==> config.mk <==
export PLATFORM = sky130hd
export DESIGN_NAME = binary_to_decimal_ascii_field_unit
export DESIGN_NICKNAME = d
export VERILOG_FILES = /design/src/design/bdaf_pkg.sv /design/src/design/bdaf_ctrl.sv /design/src/design/bdaf_dpath.sv /design/src/design/binary_to_decimal_ascii_field_unit.sv
export SDC_FILE = /design/constraint.sdc
export NUM_CORES = 1
export LEC_CHECK = 0
export ABC_AREA = 0
export BUFFER_PORTS_ARGS = -buffer_cell sky130_fd_sc_hd__buf_2
export CAP_MARGIN = 0
export CORE_MARGIN = 2
export CORE_UTILIZATION = 45
export DETAILED_ROUTE_END_ITERATION = 8
export PLACE_DENSITY_LB_ADDON = 0.08
export SKIP_CTS_REPAIR_TIMING = 1
export SYNTH_ARGS = -nofsm -noshare
export SYNTH_HDL_FRONTEND = slang
export SYNTH_SLANG_ARGS = --single-unit
==> constraint.sdc <==
create_clock -name clock -period 2.7 [get_ports clock]
set_input_delay 0.675 -clock clock [delete_from_list [all_inputs] [get_ports clock]]
set_output_delay 0.675 -clock clock [all_outputs]
set_load 0.01 [all_outputs]
==> src/design/bdaf_pkg.sv <==
// Package: shared constants, types and command/status structs for the decimal field unit
`timescale 1ns / 1ps

package bdaf_pkg;

   // Input binary width and decimal digit storage
   localparam int BIN_WIDTH   = 32;
   localparam int DIGIT_COUNT = 10;
   localparam int BCD_WIDTH   = 4 * DIGIT_COUNT;

   // Configuration register
   localparam int          FIELD_WIDTH_BITS = 5;
   localparam logic [4:0]  FIELD_WIDTH_RESET = 5'd11;
   localparam logic [4:0]  FIELD_WIDTH_MIN   = 5'd2;

   // Default for the top-level field size limit
   localparam int MAX_FIELD_WIDTH_DEFAULT = 16;

   // Character codes
   localparam int         CHAR_BITS  = 8;
   localparam logic [7:0] CHAR_ZERO  = 8'd48;
   localparam logic [7:0] CHAR_SPACE = 8'd32;
   localparam logic [7:0] CHAR_NUL   = 8'd0;

   // Controller states, one-hot
   typedef enum logic [2:0] {
      ST_IDLE    = 3'b001,
      ST_CONVERT = 3'b010,
      ST_EMIT    = 3'b100
   } bdaf_state_type;

   // Commands from controller to datapath
   typedef struct packed {
      logic load;
      logic shift;
      logic emit;
   } bdaf_cmd_type;

   // Status from datapath to controller
   typedef struct packed {
      logic conv_last;
      logic emit_last;
   } bdaf_status_type;

endpackage

==> src/design/bdaf_ctrl.sv <==
// Controller: sequences load, binary-to-BCD conversion and character emission
`timescale 1ns / 1ps

module bdaf_ctrl
   import bdaf_pkg::*;
(
   input  logic            clock,
   input  logic            reset,
   input  logic            start,
   input  bdaf_status_type status,
   output bdaf_cmd_type    cmd,
   output logic            busy
);

   bdaf_state_type state_ff, state_in;

   // Next state and commands
   always_comb begin
      state_in  = state_ff;
      cmd.load  = 1'b0;
      cmd.shift = 1'b0;
      cmd.emit  = 1'b0;
      unique case (state_ff)
         ST_IDLE: begin
            if (start) begin
               cmd.load = 1'b1;
               state_in = ST_CONVERT;
            end
         end
         ST_CONVERT: begin
            cmd.shift = 1'b1;
            if (status.conv_last) begin
               state_in = ST_EMIT;
            end
         end
         ST_EMIT: begin
            cmd.emit = 1'b1;
            if (status.emit_last) begin
               state_in = ST_IDLE;
            end
         end
         default: begin
            state_in = ST_IDLE;
         end
      endcase
   end

   // Hold state
   always_ff @(posedge clock) begin
      if (reset) begin
         state_ff <= ST_IDLE;
      end else begin
         state_ff <= state_in;
      end
   end

   assign busy = (state_ff != ST_IDLE);

endmodule

==> src/design/bdaf_dpath.sv <==
// Datapath: field width register, shift-add-3 converter and character output register
`timescale 1ns / 1ps

module bdaf_dpath
   import bdaf_pkg::*;
#(
   parameter int MAX_FIELD_WIDTH = MAX_FIELD_WIDTH_DEFAULT
)
(
   input  logic                        clock,
   input  logic                        reset,
   input  bdaf_cmd_type                cmd,
   output bdaf_status_type             status,
   input  logic [BIN_WIDTH-1:0]        req_value,
   input  logic                        csr_write_enable,
   input  logic [FIELD_WIDTH_BITS-1:0] csr_write_data,
   output logic                        rsp_valid,
   output logic [CHAR_BITS-1:0]        rsp_char_code,
   output logic                        rsp_last_char,
   output logic                        rsp_truncated
);

   // The register cannot exceed its own range, so clamp the limit to it
   localparam int FieldMax = (1 << FIELD_WIDTH_BITS) - 1;
   localparam int MaxW     = (MAX_FIELD_WIDTH > FieldMax) ? FieldMax : MAX_FIELD_WIDTH;
   localparam int PosW     = (MaxW > 2) ? $clog2(MaxW) : 1;
   localparam int CntW     = $clog2(BIN_WIDTH);
   localparam logic [FIELD_WIDTH_BITS-1:0] MaxWLim = FIELD_WIDTH_BITS'(MaxW);
   localparam logic [CntW-1:0]             CntLast = CntW'(BIN_WIDTH - 1);

   logic [FIELD_WIDTH_BITS-1:0] field_width_ff;
   logic [BCD_WIDTH-1:0]        bcd_ff, bcd_in;
   logic [BIN_WIDTH-1:0]        bin_ff;
   logic [CntW-1:0]             cnt_ff;
   logic [PosW-1:0]             rem_ff;
   logic [PosW-1:0]             places_ff;
   logic [FIELD_WIDTH_BITS-1:0] eff_width;
   logic [BCD_WIDTH-1:0]        bcd_adj;
   logic [3:0]                  ndigits;
   logic [PosW-1:0]             digit_idx;
   logic [3:0]                  digit_sel;
   logic                        trunc;
   logic [CHAR_BITS-1:0]        char_in;
   logic                        last_in;
   logic                        rsp_valid_ff;
   logic [CHAR_BITS-1:0]        rsp_char_ff;
   logic                        rsp_last_ff;
   logic                        rsp_trunc_ff;

   // Write the field width register
   always_ff @(posedge clock) begin
      if (reset) begin
         field_width_ff <= FIELD_WIDTH_RESET;
      end else if (csr_write_enable) begin
         field_width_ff <= csr_write_data;
      end
   end

   // Clamp the field width into the supported range
   always_comb begin
      if (field_width_ff < FIELD_WIDTH_MIN) begin
         eff_width = FIELD_WIDTH_MIN;
      end else if (field_width_ff > MaxWLim) begin
         eff_width = MaxWLim;
      end else begin
         eff_width = field_width_ff;
      end
   end

   // Add 3 to every BCD digit of five or more, then shift in the next binary bit
   always_comb begin
      for (int k = 0; k < DIGIT_COUNT; k++) begin
         if (bcd_ff[4*k +: 4] >= 4'd5) begin
            bcd_adj[4*k +: 4] = bcd_ff[4*k +: 4] + 4'd3;
         end else begin
            bcd_adj[4*k +: 4] = bcd_ff[4*k +: 4];
         end
      end
      bcd_in = {bcd_adj[BCD_WIDTH-2:0], bin_ff[BIN_WIDTH-1]};
   end

   // Load, convert and count down the character positions
   always_ff @(posedge clock) begin
      if (cmd.load) begin
         bin_ff    <= req_value;
         bcd_ff    <= '0;
         cnt_ff    <= '0;
         rem_ff    <= PosW'(eff_width - 5'd1);
         places_ff <= PosW'(eff_width - 5'd1);
      end else if (cmd.shift) begin
         bin_ff <= {bin_ff[BIN_WIDTH-2:0], 1'b0};
         bcd_ff <= bcd_in;
         cnt_ff <= cnt_ff + CntW'(1);
      end else if (cmd.emit) begin
         rem_ff <= rem_ff - PosW'(1);
      end
   end

   assign status.conv_last = (cnt_ff == CntLast);
   assign status.emit_last = (rem_ff == '0);

   // Count significant digits; zero still prints one digit
   always_comb begin
      ndigits = 4'd1;
      for (int k = 0; k < DIGIT_COUNT; k++) begin
         if (bcd_ff[4*k +: 4] != 4'd0) begin
            ndigits = 4'(k + 1);
         end
      end
   end

   assign trunc = (32'(ndigits) > 32'(places_ff));

   // Pick the digit for the current place
   assign digit_idx = rem_ff - PosW'(1);
   always_comb begin
      digit_sel = 4'd0;
      for (int k = 0; k < DIGIT_COUNT; k++) begin
         if (32'(digit_idx) == k) begin
            digit_sel = bcd_ff[4*k +: 4];
         end
      end
   end

   // Form the character: NUL at the end, digit where significant, space before
   always_comb begin
      last_in = 1'b0;
      if (rem_ff == '0) begin
         char_in = CHAR_NUL;
         last_in = 1'b1;
      end else if (32'(digit_idx) < 32'(ndigits)) begin
         char_in = CHAR_ZERO + {4'd0, digit_sel};
      end else begin
         char_in = CHAR_SPACE;
      end
   end

   // Register the response strobe
   always_ff @(posedge clock) begin
      if (reset) begin
         rsp_valid_ff <= 1'b0;
      end else begin
         rsp_valid_ff <= cmd.emit;
      end
   end

   // Register the response payload
   always_ff @(posedge clock) begin
      if (cmd.emit) begin
         rsp_char_ff  <= char_in;
         rsp_last_ff  <= last_in;
         rsp_trunc_ff <= trunc;
      end
   end

   assign rsp_valid     = rsp_valid_ff;
   assign rsp_char_code = rsp_char_ff;
   assign rsp_last_char = rsp_last_ff;
   assign rsp_truncated = rsp_trunc_ff;

endmodule

==> src/design/binary_to_decimal_ascii_field_unit.sv <==
// Top level: unsigned 32-bit value to right-aligned decimal ASCII field
//
//   Channel   Ports                                    Handshake
//   request   req_value                                start & !busy
//   response  rsp_char_code, rsp_last_char,            rsp_valid, one cycle each
//             rsp_truncated
//   config    csr_write_data                           csr_write_enable
//
// After a request is accepted, the BCD converter runs its 32 shift-add-3
// steps, then the output register gives the W characters of the field, one
// character per cycle, W being the clamped field width. The last character
// is shown in the same cycle that busy falls. Reset is synchronous and sets
// the field width to 11. The receiver cannot stall; every character is
// presented once for one cycle.
`timescale 1ns / 1ps

module binary_to_decimal_ascii_field_unit
   import bdaf_pkg::*;
#(
   parameter int MAX_FIELD_WIDTH = MAX_FIELD_WIDTH_DEFAULT
)
(
   input  logic                        clock,
   input  logic                        reset,
   input  logic                        start,
   output logic                        busy,
   input  logic [BIN_WIDTH-1:0]        req_value,
   input  logic                        csr_write_enable,
   input  logic [FIELD_WIDTH_BITS-1:0] csr_write_data,
   output logic                        rsp_valid,
   output logic [CHAR_BITS-1:0]        rsp_char_code,
   output logic                        rsp_last_char,
   output logic                        rsp_truncated
);

   bdaf_cmd_type    cmd;
   bdaf_status_type status;

   // Sequence the request
   bdaf_ctrl u_ctrl (
      .clock  (clock),
      .reset  (reset),
      .start  (start),
      .status (status),
      .cmd    (cmd),
      .busy   (busy)
   );

   // Convert and emit
   bdaf_dpath #(
      .MAX_FIELD_WIDTH (MAX_FIELD_WIDTH)
   ) u_dpath (
      .clock            (clock),
      .reset            (reset),
      .cmd              (cmd),
      .status           (status),
      .req_value        (req_value),
      .csr_write_enable (csr_write_enable),
      .csr_write_data   (csr_write_data),
      .rsp_valid        (rsp_valid),
      .rsp_char_code    (rsp_char_code),
      .rsp_last_char    (rsp_last_char),
      .rsp_truncated    (rsp_truncated)
   );

endmodule
* Yosys cells after proc, flatten, opt, wreduce, memory -nomap -nowiden
Cells that the tools add are included.
Widths: inputs -> output; s select.
** Word-level totals
- Register bits after elaboration :: 103
- Output and inout port bits :: 12
- Input bits :: 41
- Logic and storage cells :: 121
** Operators by class
- Mux-type cells :: 46
- $add $sub $neg :: 14
- Bitwise operators :: 1
- Reduce and logical (&&, ||, !) cells :: 16
- Order comparisons :: 14
- Equal/unequal tests :: 18
** Operator list (count)
- $mux 4 :: 27
- $mux 32 :: 2
- $ge 4x3->1 const B :: 10
- $add 4x2->4 const B :: 9
- $reduce_bool 4->1 :: 9
- $mux 3 :: 8
- $eq 4x3->1 const B :: 4
- $pmux 3 s3 :: 1
- $eq 4x2->1 const B :: 2
- $eq 4x4->1 const B :: 2
- $logic_not 4->1 :: 2
- $sub 4x1->4 const B :: 2
- $add 6x4->7 const A :: 1
- $mux 6 :: 1
- $ne 2x2->1 const B :: 3
- $add 5x1->5 const B :: 1
- $eq 5x5->1 const B :: 1
- $gt 5x5->1 const B :: 1
- $lt 5x2->1 const B :: 1
- $mux 1 :: 5
- $eq 4x1->1 const B :: 1
- $gt 4x4->1 :: 1
- $lt 4x4->1 :: 1
- $mux 2 :: 2
- 11 further kinds :: 12

* Depth between registers and ports, before layout
- Depth after elaboration :: 14
- Depth in mapped cells :: 13
- Gate-level depth less buffers :: 13

* Modules after synthesis
From an unflattened synthesis, not the netlist that was laid out.
** Second synthesis, totals
- Cells, all modules :: 607
- Area, all modules :: 5785.5 um^2
** Modules (own cells, without submodules)
- bdaf_dpath :: cells each 591, instances 1, area an instance 5621.6 um^2, seq. area each 2462.4 um^2
- bdaf_ctrl :: cells each 16, instances 1, area an instance 163.9 um^2, seq. area each 60.1 um^2

* Worst setup path before layout
No wires, ideal clock.
- Path type :: input -> register
- From :: in start
- To :: reg u_dpath.bin_ff[0] (enable)
- Arrival :: 2.199 ns
- Required time :: 2.311 ns
- Stages :: 5
- Setup time :: 0.389 ns
- Path buffers :: 2
- Slack :: 0.112 ns
- Cells stage by stage :: inv_1 > or3_1 > clkbuf_1 > buf_1 > nand2_1
** On the way
- Longest elaborated chain between the ends :: 3
** Ends and longest elaborated chain
- start, declared :: line binary_to_decimal_ascii_field_unit.sv:25 : input logic start,
- $mux 1 :: line bdaf_ctrl.sv:25 : if (start) begin
- $mux 1 :: line bdaf_ctrl.sv:23 : unique case (state_ff)
- $reduce_bool 2->1 (no line)
- end signal, assigned :: line bdaf_dpath.sv:85 : bin_ff <= req_value;
- end signal, assigned :: line bdaf_dpath.sv:91 : bin_ff <= {bin_ff[BIN_WIDTH-2:0], 1'b0};
- end, declared :: line bdaf_dpath.sv:33 : logic [BIN_WIDTH-1:0] bin_ff;
No other way between the ends.
A chain may end at the register's enable or synchronous reset.

* Final worst setup path
- From :: reg u_dpath.bcd_ff[21]
- To :: reg u_dpath.rsp_trunc_ff (netlist: u_dpath.rsp_truncated), data pin
** On the way
- Longest elaborated chain between the ends :: 7
** Ends and longest elaborated chain
- start, declared :: line bdaf_dpath.sv:32 : logic [BCD_WIDTH-1:0] bcd_ff, bcd_in;
- start signal, assigned :: line bdaf_dpath.sv:92 : bcd_ff <= bcd_in;
- $reduce_bool 4->1 :: line bdaf_dpath.sv:106 : if (bcd_ff[4*k +: 4] != 4'd0) begin
- $mux 3 (2 in a row) :: line bdaf_dpath.sv:106
- $mux 4 (3 in a row) :: line bdaf_dpath.sv:106
- $gt 4x4->1 :: line bdaf_dpath.sv:112 : assign trunc = (32'(ndigits) > 32'(places_ff));
- via u_dpath.trunc :: line bdaf_dpath.sv:42 : logic trunc;
- end signal, assigned :: line bdaf_dpath.sv:152 : rsp_trunc_ff <= trunc;
- end, declared :: line bdaf_dpath.sv:48 : logic rsp_trunc_ff;
The timed path passes the listed nets, and every way through them passes these cells.

==> run_results.csv <==
group,metric,value,unit
status,status,"complete, no violations",
timing,final-setup-viol-count,0,
placement,place_area,0.00625,sq mm
floorplan,coreArea,0.0125,sq mm
finish,insertedDiodeCount,0,
job,maxCapViolCount,0,
global_routing,grt_start_max_net_pins,58,
logic_synthesis,synth_commonest_cells,"131 x nand2_1, 69 x nor2_1, 60 x a21oi_1",
logic_synthesis,async_reset_ff_frac,0,
critical_path,r2r_cells,12,
finish,fin_nets,814,
placement,place_inst,900,
critical_path,r2r_slack,0.11,ns
placement,io_buffer_count,50,
placement,place_ws,-0.0245,ns
logic_synthesis,yosysSeqAreaShare,0.443,
clock_network,clk_latency,0.36,ns
drt,firstDrtPassIters,5,
logic_synthesis,synth_edf_count,48,
floorplan,fp.dieH,116,um
critical_path,worstSetupPathType,"flip-flop to flip-flop",
critical_path,cp.required,2.79,ns
global_routing,grtUsageTotal,0.200,
clock_network,clock_path_buffers,2,
placement,place_congestion,0.859,
timing,skew,0.00593,ns
logic_synthesis,yosysMostFrequentCell,"nand2_1",
timing,finalHoldViolations,0,
floorplan,start_util,0.456,
critical_path,critPathMaxStageDelay,0.40,ns
logic_synthesis,synth_seq_cells,102,
timing,finalMaxSlewViolations,0,
clock_network,path_clk_slew,0.07,ns
placement,dp_hpwl,9.07,mm
global_routing,antenna_found_initial,0,
logic_synthesis,netlist_area,0.00569,sq mm
critical_path,cp-start-kind,"flip-flop",
global_routing,grt-ovfl-total,0,
floorplan,io_pins,53,
timing,rsz0062_at_grt,"no",
logic_synthesis,ys_top_cells_by_area,"edfxtp_1 25%, dfxtp_1 19%, nand2_1 8.6%",
critical_path,crit_arrival,2.68,ns
critical_path,slowest_stage,"or3b_4",
floorplan,std_cell_rows,41,
logic_synthesis,yosysUniqueCellTypes,56,
power_and_ir_drop,leakage,2.77,nW
drt,ant_nets,0,
drt,vias,4787,
logic_synthesis,synth_area_per_cell,8.34,sq um
global_routing,grt_first_pass_wirelength,21.1,mm
power_and_ir_drop,peakVddDrop,0.000433,V
finish,area_growth,15.8,%
logic_synthesis,ys.flop_type,"dfxtp_1",
timing,tightestPinTransition,0.705,ns
clock_network,cts_tree,"done",
logic_synthesis,synth_top_area_frac,0.253,
logic_synthesis,syn_inst,682,
logic_synthesis,yosys_warnings,0,
drt,drc,0,
clock_network,clock-sinks,102,
drt,routed_via_density,5.23,
timing,finalCritPeriodShare,0.959,
clock_network,tritoncts.num_buffers,9,
finish,drive_above_1_share,0.161,
finish,fin_cells,916,
finish,final_area,0.00659,sq mm
clock_network,htree_levels,3,
power_and_ir_drop,p_per_area,529,mW/mm^2
critical_path,crit_path_cell_trace,"inv_1, ha_2, or3b_4, nor2_4, a21oi_2, or2_2, ha_1, nor2b_1, o21ai_1, nand2b_1, a21oi_1, a41oi_1",
timing,timing.fmax,0.386,GHz
worst_hold_path,min_path_type,"flip-flop to flip-flop",
drt,routedWlPerCell,14.1,um
critical_path,crit_fanout,4,
logic_synthesis,yosysTopAreaCell,"edfxtp_1",
clock_network,cts-root-buf,"clkbuf_16",
floorplan,die_w,116,um
timing,layout_min_cycle_time,2.59,ns
drt,drtIter0Drc,295,
timing,final.setup.tns,0,ns
floorplan,die_area,0.0136,sq mm
critical_path,critPathCaptureType,"flip-flop",
global_routing,grt_pass1_vias,4510,
timing,setup_ws,0.110,ns
power_and_ir_drop,p_total,0.00349,W
worst_hold_path,hold_depth,2,
timing,slew_headroom,0.530,
finish,nFillCells,1198,
drt,wirelength,12.9,mm
-- report_power, final --
group	internal, W	switching [W]	leakage [nW]
clock	0.000635	0.000604	0.127
sequential	0.00172	0.0000360	0.896
combinational	0.000189	0.000300	1.75
total	0.00255	0.000940	2.77
-- final timing paths --
| kind | startpoint | to |
|---|---|---|
| max reg2reg | u_dpath.bcd_ff[21] | u_dpath.rsp_truncated |
| max | u_dpath.bcd_ff[21] | u_dpath.rsp_truncated |
| min reg2reg | u_dpath.bin_ff[31] | u_dpath.bcd_ff[0] |
| min | u_dpath.bin_ff[31] | u_dpath.bcd_ff[0] |
-- worst max-delay path: cells and delay by family, from the launching register on --
family	cells	cell delay [ns]
and+or+nand+nor	5	1.01
buffers and inverters	1	0.11
adders and majority gates	2	0.50
AOI/OAI and AO/OA	4	0.37
DFF	1	0.33
-- layer usage --
layer,track usage,wire [um],vias up
met5,0,0,-
met4,0.0690,218,0
met3,0.0493,432,16
met2,0.336,6310,87
met1,0.252,5920,2224
li1,-,-,2460
-- cells in the final DEF (no fill, tap or decap), types with 9 or more instances in the layout --
cell / instances
xnor2_1: 13
ha_1: 30
dfxtp_1: 53
nor2_1: 67
a21oi_1: 59
buf_2: 50
nand2b_1: 18
edfxtp_1: 48
nand3_1: 32
clkbuf_16: 9
o21ai_0: 28
nand2_1: 131
inv_1: 36
buf_4: 28
o21ai_1: 26
-- stage by stage --
| step | utilization | hold WS, ns |
|---|---|---|
| CTS | 0.523 | 0.453 |
| floorplan | - | 0.418 |
| global route | 0.529 | 0.476 |
| finish | 0.529 | 0.448 |
| global placement | 0.501 | 0.426 |
| detailed placement | 0.501 | 0.437 |
-- flip-flops by register name (all words and copies together) (netlist names) --
name / cells
u_ctrl.state_ff: 3
u_dpath.bcd_ff: 40
u_dpath.bin_ff: 32
u_dpath.cnt_ff: 5
u_dpath.field_width_ff: 5
u_dpath.places_ff: 4
u_dpath.rem_ff: 4
u_dpath.rsp_char_code: 6
u_dpath.rsp_last_char: 1
u_dpath.rsp_truncated: 1
u_dpath.rsp_valid: 1
-- cells by family (layout without fill, tap and decap cells) --
kind of cell	after synthesis	in the layout	synth area share
and+or+nand+nor	291	291	0.228
other	1	2	0.000659
adders and majority gates	34	34	0.0748
xor gates and xnor gates	18	18	0.0277
buffers and inverters	74	135	0.0517
AOI/OAI and AO/OA	160	160	0.170
muxes	2	2	0.00352
DFF	102	102	0.443
-- layout make-up --
cell class,instances,area (sq um),share of cell area
flip-flops and latches,102,2520,0.383
clock buffers,11,233,0.0353
well taps,172,215,0.0327
clock inverters,5,41.3,0.00627
multi-input cells,507,2950,0.447
repair buffers,79,480,0.0729
inverters,40,150,0.0228
(Power assumes the default switching activity.)
